===== config.mk =====
export PLATFORM = sky130hd
export DESIGN_NAME = json_token_to_event_reader
export DESIGN_NICKNAME = d
export VERILOG_FILES = /design/src/jter_pkg.sv /design/src/json_token_to_event_reader.sv /design/src/jter_core.sv /design/src/jter_evq.sv
export SDC_FILE = /design/constraint.sdc
export NUM_CORES = 1
export LEC_CHECK = 0
export BUFFER_PORTS_ARGS = -buffer_cell sky130_fd_sc_hd__clkbuf_2
export CORE_AREA = 2 2 305 187
export CTS_BUF_LIST = sky130_fd_sc_hd__clkbuf_16
export DETAILED_ROUTE_END_ITERATION = 16
export DIE_AREA = 0 0 307 189
export PLACE_DENSITY = 0.76
export SYNTH_ARGS = -nofsm -noshare
export SYNTH_HDL_FRONTEND = slang
export SYNTH_SLANG_ARGS = --single-unit

===== constraint.sdc =====
create_clock -name clk_i -period 4.5 [get_ports clk_i]
set_input_delay 0.225 -clock clk_i [delete_from_list [all_inputs] [get_ports clk_i]]
set_output_delay 0.225 -clock clk_i [all_outputs]
set_load 0.01 [all_outputs]

===== src/jter_pkg.sv =====
// ----------------------------------------------------------------------------
// JSON token reader package
// Shared constants, token and event codes, and the structs passed between
// the decode core and the event queue.
// ----------------------------------------------------------------------------
`default_nettype none

package jter_pkg;

  // Maximum nesting depth of open objects and arrays
  localparam int unsigned STACK_DEPTH = 32;
  // Significant bits of a string handle
  localparam int unsigned HANDLE_BITS = 16;

  localparam int unsigned LVL_W = $clog2(STACK_DEPTH + 1);
  localparam int unsigned IDX_W = (STACK_DEPTH > 1) ? $clog2(STACK_DEPTH) : 1;

  localparam logic [15:0] HMASK =
    (HANDLE_BITS >= 16) ? 16'hFFFF : 16'((32'd1 << HANDLE_BITS) - 32'd1);

  // Event queue, depth must be a power of two
  localparam int unsigned EVQ_DEPTH = 4;
  localparam int unsigned EVQ_PTR_W = $clog2(EVQ_DEPTH);
  localparam int unsigned EVQ_CNT_W = $clog2(EVQ_DEPTH + 1);

  typedef enum logic [3:0] {
    TK_END       = 4'd0,
    TK_ERROR     = 4'd1,
    TK_OBJ_OPEN  = 4'd2,
    TK_OBJ_CLOSE = 4'd3,
    TK_ARR_OPEN  = 4'd4,
    TK_ARR_CLOSE = 4'd5,
    TK_COLON     = 4'd6,
    TK_COMMA     = 4'd7,
    TK_STRING    = 4'd8,
    TK_UNSIGNED  = 4'd9,
    TK_INTEGER   = 4'd10,
    TK_FLOAT     = 4'd11,
    TK_BOOL      = 4'd12,
    TK_NULL      = 4'd13
  } tok_e;

  typedef enum logic [3:0] {
    EV_END       = 4'd0,
    EV_ERROR     = 4'd1,
    EV_OBJ_OPEN  = 4'd2,
    EV_OBJ_CLOSE = 4'd3,
    EV_ARR_OPEN  = 4'd4,
    EV_ARR_CLOSE = 4'd5,
    EV_NAME      = 4'd6,
    EV_STRING    = 4'd7,
    EV_UNSIGNED  = 4'd8,
    EV_INTEGER   = 4'd9,
    EV_FLOAT     = 4'd10,
    EV_BOOL      = 4'd11,
    EV_NULL      = 4'd12
  } ev_e;

  typedef struct packed {
    logic [3:0]  kind;
    logic [63:0] payload;
    logic [15:0] tref;
    logic [15:0] tlen;
  } tok_t;

  typedef struct packed {
    ev_e         code;
    logic [63:0] bits;
    logic [15:0] vref;
    logic [15:0] vlen;
    logic        has_key;
    logic [15:0] kref;
    logic [15:0] klen;
    logic        last;
  } evt_t;

  // Events produced by one token, cnt is 0, 1 or 2
  typedef struct packed {
    logic [1:0] cnt;
    evt_t       ev0;
    evt_t       ev1;
  } evq_wr_t;

endpackage

`default_nettype wire


===== src/json_token_to_event_reader.sv =====
// ----------------------------------------------------------------------------
// JSON token to event reader
// Turns a stream of JSON tokens into open/close, name, value and error events.
// ----------------------------------------------------------------------------
// Takes one token per cycle while the event queue has room; produces zero,
// one or two events per token. A token is captured in an input register,
// decoded in one pass against the layer stack, pending key and colon flags,
// and its events are written into a four-entry event queue that drives the
// output ports. Sustained rate is one token per clock as long as the consumer
// takes one event per clock; a token that produces two events (a name event
// ahead of an object or array opened after a colon) takes an extra slot at
// the output, which the event queue absorbs and which stalls input only once
// the queue has fewer than two free slots. Strings and keys are passed as
// handle and length only; a string inside an object before its colon becomes
// the pending key and produces no event. Stack overflow yields an error
// event; a close on an empty stack is emitted but does not pop.
`default_nettype none

module json_token_to_event_reader (
  input  wire logic        clk_i,
  input  wire logic        rst_ni,
  // token request
  input  wire logic        in_valid_i,
  output logic             in_ready_o,
  input  wire logic [3:0]  kind_i,
  input  wire logic [63:0] payload_i,
  input  wire logic [15:0] text_ref_i,
  input  wire logic [15:0] text_len_i,
  // event request
  output logic             out_valid_o,
  input  wire logic        out_ready_i,
  output logic [3:0]       event_res_o,
  output logic [63:0]      value_bits_o,
  output logic [15:0]      value_ref_o,
  output logic [15:0]      value_len_o,
  output logic             has_key_o,
  output logic [15:0]      key_ref_o,
  output logic [15:0]      key_len_o,
  output logic             last_o
);

  jter_pkg::tok_t    tok_q;
  logic              tok_v_q;
  logic              fire;     // registered token decoded this cycle
  logic              room2;    // queue can take both events of any token
  jter_pkg::evq_wr_t wr;
  jter_pkg::evt_t    head;

  assign fire       = tok_v_q && room2;
  // input register frees when its token is decoded
  assign in_ready_o = !tok_v_q || fire;

  always_ff @(posedge clk_i or negedge rst_ni) begin
    if (!rst_ni) begin
      tok_v_q <= 1'b0;
    end else if (in_ready_o) begin
      tok_v_q <= in_valid_i;
    end
  end

  // payload register, no reset
  always_ff @(posedge clk_i) begin
    if (in_ready_o && in_valid_i) begin
      tok_q.kind    <= kind_i;
      tok_q.payload <= payload_i;
      tok_q.tref    <= text_ref_i;
      tok_q.tlen    <= text_len_i;
    end
  end

  jter_core u_core (
    .clk_i  (clk_i),
    .rst_ni (rst_ni),
    .fire_i (fire),
    .tok_i  (tok_q),
    .wr_o   (wr)
  );

  jter_evq u_evq (
    .clk_i   (clk_i),
    .rst_ni  (rst_ni),
    .wr_i    (wr),
    .pop_i   (out_ready_i),
    .room2_o (room2),
    .valid_o (out_valid_o),
    .head_o  (head)
  );

  assign event_res_o  = head.code;
  assign value_bits_o = head.bits;
  assign value_ref_o  = head.vref;
  assign value_len_o  = head.vlen;
  assign has_key_o    = head.has_key;
  assign key_ref_o    = head.kref;
  assign key_len_o    = head.klen;
  assign last_o       = head.last;

endmodule

`default_nettype wire


===== src/jter_core.sv =====
// ----------------------------------------------------------------------------
// JSON token reader decode core
// Holds the layer stack, pending key and colon flags; turns one registered
// token into up to two events in a single pass.
// ----------------------------------------------------------------------------
`default_nettype none

module jter_core (
  input  wire logic             clk_i,
  input  wire logic             rst_ni,
  input  wire logic             fire_i,
  input  wire jter_pkg::tok_t   tok_i,
  output jter_pkg::evq_wr_t     wr_o
);

  logic [jter_pkg::STACK_DEPTH-1:0] stack_q;
  logic [jter_pkg::LVL_W-1:0]       lvl_q, lvl_d, lvl_m1;
  logic [15:0]                      key_ref_q, key_ref_d, key_len_q, key_len_d;
  logic                             ac_q, ac_d;
  logic                             cio_q, cio_d;

  logic       push_en;
  logic       in_obj, in_arr, top_bit, not_full;
  logic [1:0] n;
  jter_pkg::evt_t ev_a, ev_b, opn;
  jter_pkg::tok_e kind;

  function automatic jter_pkg::evt_t mk_ev(jter_pkg::ev_e code, logic [63:0] bits,
                                           logic [15:0] vref, logic [15:0] vlen,
                                           logic keyed, logic [15:0] kref,
                                           logic [15:0] klen);
    jter_pkg::evt_t e;
    e.code    = code;
    e.bits    = bits;
    e.vref    = vref & jter_pkg::HMASK;
    e.vlen    = vlen;
    e.has_key = keyed && (klen != 16'd0);
    e.kref    = keyed ? (kref & jter_pkg::HMASK) : 16'd0;
    e.klen    = keyed ? klen : 16'd0;
    e.last    = 1'b0;
    return e;
  endfunction

  assign kind     = jter_pkg::tok_e'(tok_i.kind);
  assign lvl_m1   = lvl_q - jter_pkg::LVL_W'(1);
  assign top_bit  = stack_q[lvl_m1[jter_pkg::IDX_W-1:0]];
  assign in_obj   = (lvl_q != '0) && top_bit;
  assign in_arr   = (lvl_q != '0) && !top_bit;
  assign not_full = (lvl_q < jter_pkg::LVL_W'(jter_pkg::STACK_DEPTH));

  always_comb begin
    lvl_d     = lvl_q;
    key_ref_d = key_ref_q;
    key_len_d = key_len_q;
    ac_d      = ac_q;
    cio_d     = 1'b0;
    push_en   = 1'b0;
    n         = 2'd0;
    ev_a      = '0;
    ev_b      = '0;
    opn       = '0;
    unique case (kind)
      jter_pkg::TK_END: begin
        ev_a = mk_ev(jter_pkg::EV_END, '0, '0, '0, 1'b0, '0, '0);
        n    = 2'd1;
      end
      jter_pkg::TK_ERROR: begin
        ev_a = mk_ev(jter_pkg::EV_ERROR, '0, '0, '0, 1'b0, '0, '0);
        n    = 2'd1;
      end
      jter_pkg::TK_OBJ_OPEN, jter_pkg::TK_ARR_OPEN: begin
        if (not_full) begin
          opn     = mk_ev(jter_pkg::ev_e'(tok_i.kind), '0, '0, '0, 1'b0, '0, '0);
          push_en = 1'b1;
          lvl_d   = lvl_q + jter_pkg::LVL_W'(1);
        end else begin
          opn = mk_ev(jter_pkg::EV_ERROR, '0, '0, '0, 1'b0, '0, '0);
        end
        if (cio_q) begin
          // name event carries the pending key ahead of the open
          ev_a = mk_ev(jter_pkg::EV_NAME, '0, '0, '0, 1'b1, key_ref_q, key_len_q);
          ev_b = opn;
          n    = 2'd2;
        end else begin
          ev_a = opn;
          n    = 2'd1;
        end
        key_ref_d = '0;
        key_len_d = '0;
        ac_d      = 1'b0;
      end
      jter_pkg::TK_OBJ_CLOSE, jter_pkg::TK_ARR_CLOSE: begin
        ev_a = mk_ev(jter_pkg::ev_e'(tok_i.kind), '0, '0, '0, 1'b0, '0, '0);
        n    = 2'd1;
        if (lvl_q != '0) begin
          lvl_d = lvl_m1;
        end
        key_ref_d = '0;
        key_len_d = '0;
        ac_d      = 1'b0;
      end
      jter_pkg::TK_COLON: begin
        if (in_arr) begin
          ev_a = mk_ev(jter_pkg::EV_ERROR, '0, '0, '0, 1'b0, '0, '0);
          n    = 2'd1;
        end
        cio_d = in_obj;
        ac_d  = 1'b1;
      end
      jter_pkg::TK_COMMA: begin
        key_ref_d = '0;
        key_len_d = '0;
        ac_d      = 1'b0;
      end
      jter_pkg::TK_STRING: begin
        if (!in_obj || ac_q) begin
          ev_a = mk_ev(jter_pkg::EV_STRING, '0, tok_i.tref, tok_i.tlen, 1'b1,
                       key_ref_q, key_len_q);
          n    = 2'd1;
          if (key_len_q != 16'd0) begin
            key_ref_d = '0;
            key_len_d = '0;
          end
        end else begin
          // string before the colon becomes the key
          key_ref_d = tok_i.tref & jter_pkg::HMASK;
          key_len_d = tok_i.tlen;
        end
        ac_d = 1'b0;
      end
      jter_pkg::TK_UNSIGNED, jter_pkg::TK_INTEGER, jter_pkg::TK_FLOAT,
      jter_pkg::TK_BOOL, jter_pkg::TK_NULL: begin
        ev_a = mk_ev(jter_pkg::ev_e'(tok_i.kind - 4'd1), tok_i.payload, '0, '0, 1'b1,
                     key_ref_q, key_len_q);
        if (kind == jter_pkg::TK_BOOL) begin
          ev_a.bits = {63'd0, tok_i.payload != 64'd0};
        end else if (kind == jter_pkg::TK_NULL) begin
          ev_a.bits = '0;
        end
        n = 2'd1;
        if (key_len_q != 16'd0) begin
          key_ref_d = '0;
          key_len_d = '0;
        end
        ac_d = 1'b0;
      end
      default: begin
      end
    endcase
    if (n == 2'd2) begin
      ev_b.last = 1'b1;
    end else begin
      ev_a.last = 1'b1;
    end
  end

  assign wr_o.cnt = fire_i ? n : 2'd0;
  assign wr_o.ev0 = ev_a;
  assign wr_o.ev1 = ev_b;

  always_ff @(posedge clk_i or negedge rst_ni) begin
    if (!rst_ni) begin
      lvl_q     <= '0;
      key_ref_q <= '0;
      key_len_q <= '0;
      ac_q      <= 1'b0;
      cio_q     <= 1'b0;
    end else if (fire_i) begin
      lvl_q     <= lvl_d;
      key_ref_q <= key_ref_d;
      key_len_q <= key_len_d;
      ac_q      <= ac_d;
      cio_q     <= cio_d;
    end
  end

  // layer stack: 1 = object, 0 = array; only entries below the level are read
  always_ff @(posedge clk_i) begin
    if (fire_i && push_en) begin
      stack_q[lvl_q[jter_pkg::IDX_W-1:0]] <= (kind == jter_pkg::TK_OBJ_OPEN);
    end
  end

endmodule

`default_nettype wire


===== src/jter_evq.sv =====
// ----------------------------------------------------------------------------
// JSON token reader event queue
// Small result queue; takes up to two events per cycle, hands out one.
// ----------------------------------------------------------------------------
`default_nettype none

module jter_evq (
  input  wire logic              clk_i,
  input  wire logic              rst_ni,
  input  wire jter_pkg::evq_wr_t wr_i,
  input  wire logic              pop_i,
  output logic                   room2_o,
  output logic                   valid_o,
  output jter_pkg::evt_t         head_o
);

  jter_pkg::evt_t                 mem_q [jter_pkg::EVQ_DEPTH];
  logic [jter_pkg::EVQ_PTR_W-1:0] wr_ptr_q, rd_ptr_q, wr_ptr_p1;
  logic [jter_pkg::EVQ_CNT_W-1:0] cnt_q, cnt_d;
  logic                           pop;

  assign valid_o   = (cnt_q != '0);
  assign pop       = pop_i && valid_o;
  assign room2_o   = (cnt_q <= jter_pkg::EVQ_CNT_W'(jter_pkg::EVQ_DEPTH - 2));
  assign head_o    = mem_q[rd_ptr_q];
  assign wr_ptr_p1 = wr_ptr_q + jter_pkg::EVQ_PTR_W'(1);
  assign cnt_d     = cnt_q + jter_pkg::EVQ_CNT_W'(wr_i.cnt)
                     - jter_pkg::EVQ_CNT_W'(pop);

  always_ff @(posedge clk_i or negedge rst_ni) begin
    if (!rst_ni) begin
      wr_ptr_q <= '0;
      rd_ptr_q <= '0;
      cnt_q    <= '0;
    end else begin
      wr_ptr_q <= wr_ptr_q + jter_pkg::EVQ_PTR_W'(wr_i.cnt);
      if (pop) begin
        rd_ptr_q <= rd_ptr_q + jter_pkg::EVQ_PTR_W'(1);
      end
      cnt_q <= cnt_d;
    end
  end

  always_ff @(posedge clk_i) begin
    if (wr_i.cnt != 2'd0) begin
      mem_q[wr_ptr_q] <= wr_i.ev0;
    end
    if (wr_i.cnt == 2'd2) begin
      mem_q[wr_ptr_p1] <= wr_i.ev1;
    end
  end

endmodule

`default_nettype wire


==> run_results.csv <==
group,metric,value,unit
run_status,status,"completed",
logic_synthesis,ys.flop_type,"dfxtp_1",
layout,final_area,34650,um^2
global_routing,met1_usage,46.73,%
global_routing,overflow,0,
logic_synthesis,syn_area,30030,um^2
power_and_ir_drop,p_int,14.83,mW
logic_synthesis,ys_warn_count,0,
timing,hold_viol_final,0,
floorplanning,die_w,307,um
floorplanning,dieArea,58020,um^2
floorplanning,ios,240,
power_and_ir_drop,ir_drop,0.5872,mV
routing,vias,26012,
logic_synthesis,yosysSeqAreaShare,53.60,%
floorplanning,rows,67,
timing,period_share,88.94,%
timing,timing.clock.skew,0.01983,ns
global_routing,grt_pass1_wl,148.4,mm
worst_setup_path,worstPathArrival,4.50,ns
global_routing,antenna_found_initial,2,
clocking,clkTransAtPathRegs,0.06,ns
global_routing,grt_use_met2,47.54,%
timing,worstMarginPinSlew,1.183,ns
timing,fmax,249.9,MHz
clocking,htree_levels,3,
power_and_ir_drop,leakage,12.33,nW
logic_synthesis,ys_ff_latch,716,
placement,dp_hpwl,56.53,mm
floorplanning,die_y,189,um
timing,tns,0,ns
worst_setup_path,critPathKind,"reg -> reg",
timing,setup_viol,0,
logic_synthesis,ys_top_cells_by_area,"dfxtp_1 (34%), edfxtp_1 (15%), mux4_2 (10%)",
worst_setup_path,end_kind,"flip-flop",
global_routing,busiest_layer,"met2",
power_and_ir_drop,seqPwrFrac,41.4,%
floorplanning,coreArea,55160,um^2
logic_synthesis,yosysMostFrequentCell,"dfxtp_1",
placement,placed_area,31650,um^2
power_and_ir_drop,p_sw,9.995,mW
global_routing,grtUsageMet3,9.615,%
routing,routed_wl,97.99,mm
worst_setup_path,startpoint_type,"flip-flop",
clocking,clk_latency,0.63,ns
logic_synthesis,synth_area_leader_cell,"dfxtp_1",
routing,dr.pass1.iters,7,
routing,vias_per_cell,7.123,
layout,fin_nets,2993,
global_routing,grt_pass1_vias,25502,
logic_synthesis,synthTopCellsByCount,"dfxtp_1 (516), a21oi_1 (342), o21ai_0 (342)",
routing,drtIter0Drc,3886,
logic_synthesis,synth_cells,2722,
worst_setup_path,cp.required,5.00,ns
logic_synthesis,synthesis.nets,2840,
routing,wl_per_cell,26.83,um
timing,rsz0062_at_grt,"no",
routing,ant_nets,0,
floorplanning,initial_core_util,54.44,%
power_and_ir_drop,clock_power_share,21.3,%
clocking,cts_buffers,66,
hold_path,hold_class,"in -> reg",
layout,final_layout_size_suffix_gt1_share,19.41,%
clocking,cts_tree,"done",
clocking,post-cts-setup-buffers,0,
global_routing,grt_usage,32.90,%
timing,drv_slew,0,
power_and_ir_drop,switching_share,40.25,%
flow_run,cap_violations,0,
logic_synthesis,synth_edf_count,152,
layout,area_growth,15.37,%
clocking,clock_path_buffers,3,
logic_synthesis,synth_top_area_share,34.40,%
timing,min_period,4.002,ns
placement,portBuffers,239,
clocking,ctsRootBufferMaster,"clkbuf_16",
power_and_ir_drop,combPwrFrac,37.3,%
timing,slew_headroom,21.13,%
logic_synthesis,ys_types,66,
power_and_ir_drop,power_density,716.6,nW/um^2
global_routing,grt_max_degree,136,
clocking,clock_sinks,716,
placement,gp_congestion,0.9679,
logic_synthesis,synth_area_per_cell,11.03,um^2
logic_synthesis,async_flop_share,6.704,%
routing,drc,0,
worst_setup_path,worst-path-max-fanout,63,
-- logic make-up (layout without fill, tap and decap cells) --
family	Yosys count	count (layout)	synth area share, %
AOI/OAI and AO/OA	946	946	19.60
xor gates and xnor gates	16	16	0.4916
adders and majority gates	14	14	0.6083
buffers and inverters	336	541	4.900
DFF	716	716	53.60
muxes	151	151	10.66
other	0	1	0
and+or+nand+nor	543	543	10.14
-- area by class of cell --
class / instances / area (um^2)
timing repair buffer: 402 / 2975
sequential: 716 / 16100
antenna: 1 / 2.502
tap: 724 / 905.9
clock buffer: 69 / 1727
multi-input combinational: 1670 / 12610
clock inverter: 51 / 250.2
inverter: 19 / 71.32
fill: 4144 / 20510
-- critical path, cell delays in order (launching register included) --
cell,delay (ns)
edfxtp_1,0.53
inv_1,0.18
ha_1,0.45
nand2_1,0.11
a21oi_1,0.55
nand3_1,0.43
nor2_1,0.35
nor4bb_1,0.56
a21oi_4,0.12
buf_12,0.24
a32o_1,0.28
-- registers in the layout, indices dropped and copies added, names as in the netlist --
signal,cells
u_evq.rd_ptr_q,2
u_core.lvl_q,6
u_core.stack_q,32
u_core.key_ref_q,16
tok_v_q,1
u_core.ac_q,1
u_core.key_len_q,16
u_evq.cnt_q,3
u_evq.mem_q,536
u_evq.wr_ptr_q,2
tok_q,100
u_core.cio_q,1
-- layer usage --
layer | wire (um) | part of all wire [%] | vias up
met4 | 2927 | 3.0 | 0
met1 | 38590 | 39 | 12763
met2 | 42530 | 43 | 2038
met3 | 13940 | 14 | 272
li1 | - | - | 10939
met5 | 0 | 0 | -
-- power by group through the flow --
stage          sequential (mW)  combinational (mW)  clock [mW]
6_report                  10.3                9.26        5.29
5_1_grt                   10.4                9.79        5.57
4_1_cts                   10.2                9.08        5.31
3_5_place_dp              10.3                8.97           0
3_3_place_gp              10.1                8.71           0
2_1_floorplan             9.45                6.50           0
-- through the flow --
step / power [mW] / utilization, % / setup WS, ns / instances / hold slack, ns
floorplan: 15.95 / - / 0.9187 / 2722 / -0.07059
global placement: 18.80 / 57.37 / 0.7339 / 3429 / 0.3916
detailed placement: 19.24 / 57.37 / 0.6100 / 3429 / 0.3919
CTS: 24.54 / 62.81 / 0.5908 / 3651 / 0.04817
global route: 25.80 / 62.81 / 0.3253 / 3651 / 0.09434
finish: 24.83 / 62.81 / 0.4978 / 3652 / 0.04847
-- what timing repair did --
item / CTS / global route
hold buffers: 102 / 0
endpoints found under the setup margin: 0 / 0
hold endpoints to repair: 149 / 0
resized for setup: 0 / 0
-- path summary, 6_finish.rpt --
kind / from / to / slack [ns] / cells after the start
worst min-delay path: out_ready_i / u_evq.rd_ptr_q[0] / 0.05 / 3
max in group asynchronous: rst_ni / u_evq.rd_ptr_q[0] / 3.71 / 3
worst max-delay path: tok_q[96] / u_evq.mem_q[2][122] / 0.50 / 10
worst min register to register: u_evq.mem_q[2][60] / u_evq.mem_q[2][60] / 0.46 / 1
worst max register to register: tok_q[96] / u_evq.mem_q[2][122] / 0.50 / 10
min in group asynchronous: rst_ni / u_core.key_ref_q[5] / 0.25 / 3
-- cell usage in the layout (no fill, tap or decap), drive strengths merged, types with 3 or more instances in the layout --
cell,n
nand3,53
inv,44
nand2,56
mux4,134
o22ai,17
ha,13
dfrtp,48
mux2,11
nand4b,3
a211oi,3
nor2,77
nand2b,5
xor2,5
dlygate4sd3,102
and2,5
nor4,19
buf,61
nand3b,4
a22o,49
a32o,164
edfxtp,152
nor3b,4
nand4,291
o31ai,12
clkinv,26
mux2i,6
dfxtp,516
o21ai,344
a21oi,343
clkbuf,308
xnor2,11
nor3,14
Power figures use the tool's default switching activity.
